## src/hw/rtl/wsd_pkg.sv

```systemverilog
// Shared types and constants for the WebSocket frame deframer.
`timescale 1ns / 1ps

package wsd_pkg;

    // Result kinds
    typedef enum logic [1:0] {
        KIND_HEADER  = 2'd0,
        KIND_PAYLOAD = 2'd1,
        KIND_ERROR   = 2'd2
    } wsd_kind_t;

    // Error codes
    localparam logic ERR_PROTOCOL = 1'b0;   // close 1002
    localparam logic ERR_TOO_BIG  = 1'b1;   // close 1009

    // Frame opcodes
    localparam logic [3:0] OP_CONT   = 4'h0;
    localparam logic [3:0] OP_TEXT   = 4'h1;
    localparam logic [3:0] OP_BINARY = 4'h2;
    localparam logic [3:0] OP_CLOSE  = 4'h8;
    localparam logic [3:0] OP_PING   = 4'h9;
    localparam logic [3:0] OP_PONG   = 4'hA;

    // Header encodings
    localparam logic [6:0]  LEN7_EXT16      = 7'd126;
    localparam logic [6:0]  LEN7_EXT64      = 7'd127;
    localparam logic [63:0] CTRL_MAX_LEN    = 64'd125;
    localparam logic [3:0]  EXT16_BYTES     = 4'd2;
    localparam logic [3:0]  EXT64_BYTES     = 4'd8;
    localparam logic [3:0]  MASK_KEY_BYTES  = 4'd4;

    localparam logic [31:0] MAX_PAYLOAD_RESET = 32'd65536;

    // Queue between parser and output stage
    localparam int QUEUE_DEPTH = 4;
    localparam int QUEUE_PTR_W = $clog2(QUEUE_DEPTH);
    localparam int QUEUE_CNT_W = $clog2(QUEUE_DEPTH + 1);

    typedef struct packed {
        logic [7:0] rx_byte;
        logic       resync;
    } wsd_in_t;

    typedef struct packed {
        wsd_kind_t   kind;
        logic        final_fragment;
        logic [3:0]  frame_opcode;
        logic [31:0] payload_length;
        logic [7:0]  payload_byte;
        logic        last_of_frame;
        logic        error_code;
    } wsd_out_t;

    // Classified word handed from the parser to the output stage
    typedef struct packed {
        wsd_kind_t   kind;
        logic        fin;
        logic [3:0]  opcode;
        logic [31:0] length;
        logic [7:0]  raw_byte;
        logic [7:0]  key_byte;
        logic        last;
        logic        code;
    } wsd_entry_t;

endpackage

```

## src/hw/rtl/websocket_frame_deframer.sv

```systemverilog
// Top level of the client WebSocket frame deframer.
`timescale 1ns / 1ps

//  channel | direction | handshake             | word
//  --------+-----------+-----------------------+------------------------------------
//  cfg     | in        | cfg_valid / cfg_ready | cfg_data: max_payload_bytes (32 b)
//  in      | in        | in_valid / in_ready   | in_data: rx_byte, resync
//  out     | out       | out_valid / out_ready | out_data: header, payload byte, error
//
//  One input word per cycle while the queue is not full; each result is written
//  by the parser into the queue, then from the queue into the output register.
//  The parser stalls only when the 4-entry queue is full; the output stage
//  drains it whenever its register is empty or being taken.
//  Reset is asynchronous, active low: parser expects a first header byte,
//  queue is empty, max_payload_bytes returns to 65536.
//  cfg_ready is always high; write only while the block is idle.

module websocket_frame_deframer
    import wsd_pkg::*;
(
    input  logic        clk,
    input  logic        rst_n,
    input  logic        cfg_valid,
    output logic        cfg_ready,
    input  logic [31:0] cfg_data,
    input  logic        in_valid,
    output logic        in_ready,
    input  wsd_in_t     in_data,
    output logic        out_valid,
    input  logic        out_ready,
    output wsd_out_t    out_data
);

    logic [31:0] max_payload_bytes_reg;
    logic        in_fire;
    logic        push, pop, full, empty;
    wsd_entry_t  push_entry, head;

    // Configuration register: always ready
    assign cfg_ready = 1'b1;

    always_ff @(posedge clk or negedge rst_n)
    begin
        if (!rst_n)
            max_payload_bytes_reg <= MAX_PAYLOAD_RESET;
        else if (cfg_valid)
            max_payload_bytes_reg <= cfg_data;
    end

    // Take a byte whenever the queue has room; each byte yields at most one entry
    assign in_ready = !full;
    assign in_fire  = in_valid && in_ready;

    // Front: header and length parsing, frame checks, key lane selection
    wsd_front u_front (
        .clk               (clk),
        .rst_n             (rst_n),
        .max_payload_bytes (max_payload_bytes_reg),
        .in_fire           (in_fire),
        .in_data           (in_data),
        .push              (push),
        .push_entry        (push_entry)
    );

    // Decoupling queue: lets the output side stall without stopping the parser until the queue fills
    wsd_queue u_queue (
        .clk        (clk),
        .rst_n      (rst_n),
        .push       (push),
        .push_entry (push_entry),
        .full       (full),
        .pop        (pop),
        .empty      (empty),
        .head       (head)
    );

    // Back: unmask and hold the result word until taken
    wsd_back u_back (
        .clk       (clk),
        .rst_n     (rst_n),
        .empty     (empty),
        .head      (head),
        .pop       (pop),
        .out_valid (out_valid),
        .out_ready (out_ready),
        .out_data  (out_data)
    );

endmodule

```

## src/hw/rtl/wsd_front.sv

```systemverilog
// Frame parser: accepts input words and classifies them into queue entries.
`timescale 1ns / 1ps

module wsd_front
    import wsd_pkg::*;
(
    input  logic        clk,
    input  logic        rst_n,
    input  logic [31:0] max_payload_bytes,
    input  logic        in_fire,
    input  wsd_in_t     in_data,
    output logic        push,
    output wsd_entry_t  push_entry
);

    typedef enum logic [2:0] {
        PH_HDR1    = 3'd0,
        PH_HDR2    = 3'd1,
        PH_EXTLEN  = 3'd2,
        PH_MASK    = 3'd3,
        PH_PAYLOAD = 3'd4,
        PH_DROP    = 3'd5
    } phase_t;

    phase_t      phase_reg, phase_next, phase_eff;
    logic [3:0]  fbc_reg, fbc_next;
    logic        fin_reg, fin_next;
    logic [3:0]  opcode_reg, opcode_next;
    logic [63:0] acc_reg, acc_next;
    logic [31:0] key_reg, key_next;
    logic [31:0] rem_reg, rem_next;
    logic [1:0]  lane_reg, lane_next;

    logic [7:0]  b;
    logic [6:0]  len7;
    logic        emit;
    wsd_kind_t   emit_kind;
    logic [31:0] emit_len;
    logic [7:0]  emit_raw;
    logic [7:0]  emit_key;
    logic        emit_last;
    logic        emit_code;
    logic [7:0]  lane_key;

    function automatic logic opcode_ok(input logic [3:0] op);
        return op == OP_CONT || op == OP_TEXT || op == OP_BINARY ||
               op == OP_CLOSE || op == OP_PING || op == OP_PONG;
    endfunction

    function automatic logic too_big(input logic [63:0] len, input logic [31:0] lim);
        return (len[63:32] != 32'd0) || (len[31:0] > lim);
    endfunction

    assign b = in_data.rx_byte;
    assign len7 = b[6:0];

    always_comb
    begin
        case (lane_reg)
            2'd0:    lane_key = key_reg[31:24];
            2'd1:    lane_key = key_reg[23:16];
            2'd2:    lane_key = key_reg[15:8];
            default: lane_key = key_reg[7:0];
        endcase
    end

    always_comb
    begin
        phase_eff   = in_data.resync ? PH_HDR1 : phase_reg;
        phase_next  = phase_reg;
        fbc_next    = fbc_reg;
        fin_next    = fin_reg;
        opcode_next = opcode_reg;
        acc_next    = acc_reg;
        key_next    = key_reg;
        rem_next    = rem_reg;
        lane_next   = lane_reg;
        emit        = 1'b0;
        emit_kind   = KIND_ERROR;
        emit_len    = 32'd0;
        emit_raw    = 8'd0;
        emit_key    = 8'd0;
        emit_last   = 1'b0;
        emit_code   = ERR_PROTOCOL;
        if (in_fire)
        begin
            phase_next = phase_eff;
            case (phase_eff)
                PH_HDR1:
                begin
                    fin_next    = b[7];
                    opcode_next = b[3:0];
                    if (b[6:4] != 3'd0 || !opcode_ok(b[3:0]))
                    begin
                        emit       = 1'b1;
                        phase_next = PH_DROP;
                    end
                    else
                        phase_next = PH_HDR2;
                end
                PH_HDR2:
                begin
                    if (!b[7])
                    begin
                        emit       = 1'b1;
                        phase_next = PH_DROP;
                    end
                    else
                    begin
                        key_next = 32'd0;
                        if (len7 == LEN7_EXT16 || len7 == LEN7_EXT64)
                        begin
                            acc_next   = 64'd0;
                            fbc_next   = (len7 == LEN7_EXT16) ? EXT16_BYTES : EXT64_BYTES;
                            phase_next = PH_EXTLEN;
                        end
                        else
                        begin
                            acc_next = {57'd0, len7};
                            if (too_big({57'd0, len7}, max_payload_bytes))
                            begin
                                emit       = 1'b1;
                                emit_code  = ERR_TOO_BIG;
                                phase_next = PH_DROP;
                            end
                            else
                            begin
                                fbc_next   = MASK_KEY_BYTES;
                                phase_next = PH_MASK;
                            end
                        end
                    end
                end
                PH_EXTLEN:
                begin
                    acc_next = {acc_reg[55:0], b};
                    fbc_next = fbc_reg - 4'd1;
                    if (fbc_next == 4'd0)
                    begin
                        if (too_big(acc_next, max_payload_bytes))
                        begin
                            emit       = 1'b1;
                            emit_code  = ERR_TOO_BIG;
                            phase_next = PH_DROP;
                        end
                        else
                        begin
                            fbc_next   = MASK_KEY_BYTES;
                            phase_next = PH_MASK;
                        end
                    end
                end
                PH_MASK:
                begin
                    key_next = {key_reg[23:0], b};
                    fbc_next = fbc_reg - 4'd1;
                    if (fbc_next == 4'd0)
                    begin
                        emit = 1'b1;
                        // Control frames must be unfragmented and short
                        if (opcode_reg[3] && (!fin_reg || acc_reg > CTRL_MAX_LEN))
                            phase_next = PH_DROP;
                        else
                        begin
                            rem_next   = acc_reg[31:0];
                            lane_next  = 2'd0;
                            emit_kind  = KIND_HEADER;
                            emit_len   = acc_reg[31:0];
                            emit_last  = (acc_reg[31:0] == 32'd0);
                            phase_next = (acc_reg[31:0] == 32'd0) ? PH_HDR1 : PH_PAYLOAD;
                        end
                    end
                end
                PH_PAYLOAD:
                begin
                    rem_next   = rem_reg - 32'd1;
                    lane_next  = lane_reg + 2'd1;
                    emit       = 1'b1;
                    emit_kind  = KIND_PAYLOAD;
                    emit_len   = acc_reg[31:0];
                    emit_raw   = b;
                    emit_key   = lane_key;
                    emit_last  = (rem_next == 32'd0);
                    if (rem_next == 32'd0)
                        phase_next = PH_HDR1;
                end
                default:
                    phase_next = PH_DROP;
            endcase
        end
    end

    assign push                = emit;
    assign push_entry.kind     = emit_kind;
    assign push_entry.fin      = fin_next;
    assign push_entry.opcode   = opcode_next;
    assign push_entry.length   = emit_len;
    assign push_entry.raw_byte = emit_raw;
    assign push_entry.key_byte = emit_key;
    assign push_entry.last     = emit_last;
    assign push_entry.code     = emit_code;

    always_ff @(posedge clk or negedge rst_n)
    begin
        if (!rst_n)
        begin
            phase_reg  <= PH_HDR1;
            fbc_reg    <= 4'd0;
            fin_reg    <= 1'b0;
            opcode_reg <= 4'd0;
            acc_reg    <= 64'd0;
            key_reg    <= 32'd0;
            rem_reg    <= 32'd0;
            lane_reg   <= 2'd0;
        end
        else
        begin
            phase_reg  <= phase_next;
            fbc_reg    <= fbc_next;
            fin_reg    <= fin_next;
            opcode_reg <= opcode_next;
            acc_reg    <= acc_next;
            key_reg    <= key_next;
            rem_reg    <= rem_next;
            lane_reg   <= lane_next;
        end
    end

    // Drop everything after an error until resync
    a_drop_silent: assert property (@(posedge clk) disable iff (!rst_n)
        (in_fire && !in_data.resync && phase_reg == PH_DROP) |-> !push)
        else $error("parser emitted while dropping");

    // Every error leaves the parser dropping
    a_error_drops: assert property (@(posedge clk) disable iff (!rst_n)
        (push && push_entry.kind == KIND_ERROR) |=> phase_reg == PH_DROP)
        else $error("error did not enter drop phase");

endmodule

```

## src/hw/rtl/wsd_queue.sv

```systemverilog
// Short FIFO of classified entries between parser and output stage.
`timescale 1ns / 1ps

module wsd_queue
    import wsd_pkg::*;
(
    input  logic        clk,
    input  logic        rst_n,
    input  logic        push,
    input  wsd_entry_t  push_entry,
    output logic        full,
    input  logic        pop,
    output logic        empty,
    output wsd_entry_t  head
);

    wsd_entry_t             mem_reg [QUEUE_DEPTH];
    logic [QUEUE_PTR_W-1:0] wr_ptr_reg, rd_ptr_reg;
    logic [QUEUE_CNT_W-1:0] count_reg;

    assign full  = (count_reg == QUEUE_CNT_W'(QUEUE_DEPTH));
    assign empty = (count_reg == '0);
    assign head  = mem_reg[rd_ptr_reg];

    always_ff @(posedge clk)
    begin
        if (push)
            mem_reg[wr_ptr_reg] <= push_entry;
    end

    always_ff @(posedge clk or negedge rst_n)
    begin
        if (!rst_n)
        begin
            wr_ptr_reg <= '0;
            rd_ptr_reg <= '0;
            count_reg  <= '0;
        end
        else
        begin
            if (push)
                wr_ptr_reg <= wr_ptr_reg + 1'b1;
            if (pop)
                rd_ptr_reg <= rd_ptr_reg + 1'b1;
            if (push && !pop)
                count_reg <= count_reg + 1'b1;
            else if (pop && !push)
                count_reg <= count_reg - 1'b1;
        end
    end

    a_no_overflow: assert property (@(posedge clk) disable iff (!rst_n)
        full |-> !push)
        else $error("push into full queue");

    a_no_underflow: assert property (@(posedge clk) disable iff (!rst_n)
        empty |-> !pop)
        else $error("pop from empty queue");

endmodule

```

## src/hw/rtl/wsd_back.sv

```systemverilog
// Output stage: unmasks payload bytes and holds the result word.
`timescale 1ns / 1ps

module wsd_back
    import wsd_pkg::*;
(
    input  logic        clk,
    input  logic        rst_n,
    input  logic        empty,
    input  wsd_entry_t  head,
    output logic        pop,
    output logic        out_valid,
    input  logic        out_ready,
    output wsd_out_t    out_data
);

    logic     valid_reg;
    wsd_out_t data_reg, data_next;

    assign pop = !empty && (!valid_reg || out_ready);

    always_comb
    begin
        data_next.kind           = head.kind;
        data_next.final_fragment = head.fin;
        data_next.frame_opcode   = head.opcode;
        data_next.payload_length = head.length;
        data_next.payload_byte   = head.raw_byte ^ head.key_byte;
        data_next.last_of_frame  = head.last;
        data_next.error_code     = head.code;
    end

    always_ff @(posedge clk)
    begin
        if (pop)
            data_reg <= data_next;
    end

    always_ff @(posedge clk or negedge rst_n)
    begin
        if (!rst_n)
            valid_reg <= 1'b0;
        else if (pop)
            valid_reg <= 1'b1;
        else if (out_ready)
            valid_reg <= 1'b0;
    end

    assign out_valid = valid_reg;
    assign out_data  = data_reg;

    a_hold_on_stall: assert property (@(posedge clk) disable iff (!rst_n)
        (valid_reg && !out_ready) |-> !pop)
        else $error("output overwritten while stalled");

endmodule

```

## config.mk

```make
export PLATFORM = sky130hd
export DESIGN_NAME = websocket_frame_deframer
export DESIGN_NICKNAME = d
export VERILOG_FILES = /design/src/hw/rtl/wsd_pkg.sv /design/src/hw/rtl/websocket_frame_deframer.sv /design/src/hw/rtl/wsd_front.sv /design/src/hw/rtl/wsd_queue.sv /design/src/hw/rtl/wsd_back.sv
export SDC_FILE = /design/constraint.sdc
export NUM_CORES = 1
export LEC_CHECK = 0
export BUFFER_PORTS_ARGS = -buffer_cell sky130_fd_sc_hd__buf_4
export CAP_MARGIN = 10
export CORE_ASPECT_RATIO = 0.7
export CORE_MARGIN = 3
export CORE_UTILIZATION = 35
export CTS_BUF_LIST = sky130_fd_sc_hd__clkbuf_4 sky130_fd_sc_hd__clkbuf_8
export DETAILED_ROUTE_END_ITERATION = 7
export SLEW_MARGIN = 25
export SYNTH_ARGS = -nofsm -noshare
export SYNTH_HDL_FRONTEND = slang
export SYNTH_SLANG_ARGS = --single-unit
```

## constraint.sdc

```tcl
create_clock -name clk -period 7.57 [get_ports clk]
set_clock_uncertainty 0.2 [all_clocks]
set_input_delay 1.514 -clock clk [delete_from_list [all_inputs] [get_ports clk]]
set_output_delay 1.514 -clock clk [all_outputs]
set_load 0.05 [all_outputs]
```

* Word level (Yosys, flattened, before mapping)
Memory sizes are Yosys's and may differ from the RTL's.
Cells that the tools add are included.
W data, S select, Z words.
** Storage, ports and cells
- Bits in registers :: 231
- Bits in latches :: 0
- RAM bits :: 228
- ROM bits :: 0
- Output and inout bits :: 52
- Word-level logic and storage cells :: 160
- Memories :: 1
** Operators by class
- $add $sub $neg :: 7
- Multipliers :: 0
- Div/mod/pow operators :: 0
- Order comparisons :: 3
- Equality and inequality tests :: 18
- Shift-type cells :: 0
- Multiplexer cells :: 69
- Bitwise operators :: 1
- Reduce and logical (&&, ||, !) cells :: 41
** Memories
- u_queue.mem_reg :: depth 4, width 57, rd ports 1, clocked after Yosys merged registers in 0, wr ports 1, line wsd_queue.sv:17 : wsd_entry_t mem_reg [QUEUE_DEPTH];
** Operator list (count)
- $mux W32 :: 6
- $pmux W32 S2 :: 3
- $pmux W64 S2 :: 1
- $gt A64 B7 Y1 const B :: 1
- $logic_not A32 Y1 :: 2
- $mux W64 :: 1
- $mux W3 :: 13
- $gt A32 B32 Y1 :: 1
- $gt A7 B32 Y1 :: 1
- $mux W4 :: 8
- $mux W8 :: 4
- $reduce_bool A32 Y1 :: 1
- $sub A32 B1 Y32 const B :: 1
- $pmux W8 S3 :: 1
- $mux W1 :: 19
- $pmux W3 S5 :: 1
- $eq A7 B7 Y1 const B :: 2
- $eq A4 B4 Y1 const B :: 3
- $pmux W4 S3 :: 1
- $logic_or A1 B1 Y1 :: 10
- $mux W2 :: 5
- $reduce_bool A2 Y1 :: 5
- $logic_not A4 Y1 :: 2
- $pmux W2 S2 :: 2
- 25 further kinds :: 45

* Longest topological paths before layout
- Depth after elaboration :: 15
- Gate-level depth with buffers :: 14

* Hierarchy
A second synthesis with hierarchy kept.
** Unflattened totals
- Cell total of the unflattened synthesis :: 1367
- Area, all modules :: 19804.0 µm²
** Modules (own cells, without submodules)
- wsd_queue :: instances 1, cells an instance 332, area an instance 8628.3 µm², seq. area each 7021.7 µm²
- wsd_front :: instances 1, cells an instance 901, area an instance 8216.6 µm², seq. area each 3553.4 µm²
- wsd_back :: instances 1, cells an instance 62, area an instance 1591.5 µm², seq. area each 1496.4 µm²
- websocket_frame_deframer :: instances 1, cells an instance 72, area an instance 1367.6 µm², seq. area each 802.0 µm²

* Worst setup path before layout
No wires, ideal clock.
- Path type :: input port to flip-flop
- From :: in out_ready
- To :: reg u_queue.count_reg[1]
- Library setup time :: 125 ps
- Arrival :: 5252 ps
- Path slack :: 1993 ps
- Stages on the path :: 7
- Buffers on the path :: 0
- Cell sequence :: inv_1 -> a21oi_1 -> inv_1 -> ha_1 -> inv_1 -> fa_1 -> mux2_2
** On the way
- Word-level cells in the longest chain between the ends :: 5
- Elaborated cells on any way between the ends :: 7
** RTL lines
- start: declaration :: line websocket_frame_deframer.sv:30 : input logic out_ready,
- $logic_or A1 B1 Y1 (*) :: line wsd_back.sv:20 : assign pop = !empty && (!valid_reg || out_ready);
- $logic_and A1 B1 Y1 (*) :: line wsd_back.sv:20
- named net pop :: line websocket_frame_deframer.sv:36 : logic push, pop, full, empty;
- $logic_not A1 Y1 :: line wsd_queue.sv:45 : if (push && !pop)
- $logic_and A1 B1 Y1 :: line wsd_queue.sv:45
- $mux W3 or $reduce_bool A2 Y1 (tied branches)
- end signal: assignment :: line wsd_queue.sv:46 : count_reg <= count_reg + 1'b1;
- end signal: assignment :: line wsd_queue.sv:48 : count_reg <= count_reg - 1'b1;
- end: declaration :: line wsd_queue.sv:19 : logic [QUEUE_CNT_W-1:0] count_reg;
The timed path passes the listed nets; every way through them passes the cells marked *.
A chain may end at the register's enable or synchronous reset.

* Final worst setup path
- From :: in in_data[0] in the netlist's numbering
- To :: mem u_queue.mem_reg[1][17] in the netlist's numbering (enable)
** On the way
- Word-level cells in the longest chain between the ends :: 6
- Elaborated cells on any way between the ends :: 10
** RTL lines
- start: declaration :: line websocket_frame_deframer.sv:28 : input wsd_in_t in_data,
- $mux W3 (*) :: line wsd_front.sv:69 : phase_eff = in_data.resync ? PH_HDR1 : phase_reg;
- $eq A3 B3 Y1, or another cell as far along :: line wsd_front.sv:88 : case (phase_eff)
- $pmux W1 S5 (*) :: line wsd_front.sv:88
- $mux W1 (*) :: line wsd_front.sv:85 : if (in_fire)
- named net push :: line websocket_frame_deframer.sv:36
- $mux W1 (*) :: line wsd_queue.sv:27 : if (push)
- $mux W1 (implied by the code) (*) :: line wsd_queue.sv:28 : mem_reg[wr_ptr_reg] <= push_entry;
- end: declaration :: line wsd_queue.sv:17
Marks and branches as above.

==> metrics.csv <==
stage,metric,value,unit
drt,DRT Pass-1 Iters,7,
logic_synthesis,number of synthesized flops with an enable pin,277,
timing,Rel. slew slack,32.6,%
logic_synthesis,Synth async-reset ratio,39.7,%
floorplan,die span in x,290,um
cts,H-tree depth,3,
logic_synthesis,Post-Synthesis Cells,1448,
drt,WL final,49400,um
critical_path,Worst EP arrival,4.89,ns
cts,CTS Buf Count,75,
layout,Layout Cells excl Fill,2371,
floorplan,Die Y,205,um
timing,Final min period,4.79,ns
logic_synthesis,compound-gate portion of the synthesized area,11.7,%
placement,RePlAce Congestion,0.912,
critical_path,CP Data Required Time,7.67,ns
logic_synthesis,commonest cells in the netlist,"277 x edfxtp_1, 181 x dfrtp_1, 102 x nand2_1",
cts,post-CTS setup buffers,0,
floorplan,num rows,72,
placement,IO buf count,96,
layout,"Net count, final",1659,
cts,CTS resizes,0,
floorplan,Placeable Area,0.0556,mm2
logic_synthesis,Post-Synth Simple-Gate Area,9.74,%
placement,dpl ws,2.01,ns
logic_synthesis,largest family of logic cells by synthesized area,compound AO/OA/AOI/OAI gates,
cts,CTS tree,yes,
flow_run,Max-Cap Viols,0,
logic_synthesis,Post-Synth Adder-Cell Area,2.94,%
timing,Least-Margin Pin Slew,1.01,ns
timing,fin crit share,63.3,%
outcome,status,completed,
drt,Via Count,12700,
placement,placed inst area,0.0214,mm2
floorplan,Ports,98,
cts,CTS root buf,clkbuf_8,
worst_hold_path,Hold Path Class,reg2reg,
logic_synthesis,warnings from Yosys,0,
timing,Hold Slack,0.299,ns
floorplan,full die area,0.0596,mm2
drt,drt wl/cell,20.8,um
critical_path,Worst setup SP type,input pin,
critical_path,CP dominant cell by count,buf_4,
pwr,PD cells,353,mW/mm2
layout,layout cells sized above 1,20.7,%
logic_synthesis,sequential share of the synthesized area,65.0,%
timing,setup TNS,0,ns
floorplan,Starting Density,35.7,%
cts,"Reg clk slew, reported paths",0.06,ns
logic_synthesis,"FF+latch count, synth",459,
logic_synthesis,"top cells by area, synth","edfxtp_1 42%, dfrtp_1 23%, mux4_2 5.6%",
logic_synthesis,Yosys top cell by area,edfxtp_1,
layout,Largest register FFs,228,
logic_synthesis,"Distinct cells, synth",81,
cts,Clock Sinks,459,
logic_synthesis,post-synth net total,1540,
critical_path,CP peak stage delay,0.79,ns
global_routing,global-route wire length before repair,77300,um
pwr,peak supply drop,0.000142,V
layout,post-route cell area,0.0230,mm2
critical_path,critical path class,in2reg,
placement,placed cells,2229,
cts,clk_lat worst skew,0.67,ns
cts,worst-case clock buffer depth,3,
pwr,Leak,8.80,nW
timing,Final setup violation count,0,
logic_synthesis,top cell type's share of synthesized area,42.0,%
drt,Starting DRT DRC Count,1222,
critical_path,Worst path slowest cell,and2_2,
logic_synthesis,cell area after synthesis,0.0198,mm2
timing,final setup margin,2.78,ns
drt,# DRC,0,
global_routing,GR Overflow Total,0,
global_routing,initial antenna violation count,2,
logic_synthesis,Post-Synth XOR/XNOR Area,1.90,%
logic_synthesis,dominant synthesized flop cell,edfxtp_1,
logic_synthesis,top-count cell post-synth,edfxtp_1,
global_routing,total track usage,16.8,%
global_routing,vias in the first global route,12600,
logic_synthesis,post-synthesis area per instance,13.7,um2
critical_path,CP max FO,30,
timing,final hold viol count,0,
placement,hpwl dp,33000,um
cts,Hold Buf Count CTS,0,
logic_synthesis,mux contribution to synthesized area,6.07,%
critical_path,CP Capture Type,flip-flop,
drt,ANT nets after route,0,
timing,Fmax,209,MHz
critical_path,"Cell Chain, Critical Path","buf_4, or3b_2, nor2_1, o211ai_1, a311oi_1, or3_1, o31a_1, and2_2, buf_4",
global_routing,largest net degree at the start of global routing,84,
timing,RSZ-0062 raised after global routing,false,
layout,Area growth syn-to-layout,15.9,%
drt,via/cell ratio,5.37,
timing,Pins Over Slew Limit,0,
-- final cells by class --
| cell class | instances | area [um2] |
|---|---|---|
| Multi-Input combinational cell | 859 | 6470 |
| Sequential cell | 459 | 12900 |
| Fill cell | 5051 | 32600 |
| Timing Repair Buffer | 118 | 913 |
| Antenna cell | 1 | 2.50 |
| Clock buffer | 112 | 1400 |
| Tap cell | 740 | 926 |
| Clock inverter | 28 | 175 |
| Inverter | 54 | 203 |
-- power by group --
part	internal, mW	switching [mW]	total (mW)
sequential	3.22	0.406	3.63
combinational	0.828	1.44	2.27
clock	1.21	1.01	2.22
-- routing by layer --
layer | wire length, um | part of all wire (%) | up-vias | track usage, %
li1 | - | - | 5808 | -
met1 | 23900 | 48 | 6402 | 25.4
met2 | 21000 | 42 | 444 | 23.9
met3 | 3350 | 6.8 | 81 | 4.16
met4 | 1160 | 2.4 | 0 | 5.12
met5 | 0 | 0 | - | 0
-- cell usage in the layout (no fill, tap or decap), types with 54 or more instances in the layout --
cell type,Yosys,final
clkbuf_8,0,90
nor2_1,68,66
o21ai_0,75,74
edfxtp_1,277,277
inv_1,54,54
buf_4,2,115
a21oi_1,89,88
dfrtp_1,181,179
a22o_1,94,94
nand2_1,102,102
-- critical path: cells and delay by family --
kind	cells	cell delay [ns]
AOI/OAI and AO/OA	3	0.78
buffers and inverters	2	0.65
and+or+nand+nor	4	1.92
-- final timing paths --
kind / from / to / slack, ns / depth (start not counted)
max in group asynchronous: rst_n / u_front.rem_reg[10] / 5.57 / 2
setup reg to reg: u_front.acc_reg[21] / u_queue.mem_reg[1][17] / 3.02 / 8
hold reg to reg: u_queue.count_reg[2] / u_queue.count_reg[2] / 0.30 / 1
hold / removal: u_queue.count_reg[2] / u_queue.count_reg[2] / 0.30 / 1
min in group asynchronous: rst_n / u_front.lane_reg[1] / 0.57 / 1
setup / recovery: in_data[0] / u_queue.mem_reg[1][17] / 2.78 / 9
-- logic make-up after synthesis --
logic type      Yosys count
xor+xnor                 43
simple gates            371
buf+inv                 130
flops                   459
other cells               1
fa+ha+maj                46
compound gates          340
mux                      58
-- stage by stage --
stage               util [%]  power [mW]
global route            41.3        8.57
global placement        38.4        5.92
floorplan                  -        5.19
CTS                     41.3        8.20
detailed placement      38.4        5.95
finish                  41.3        8.12
Power figures use the tool's default switching activity.
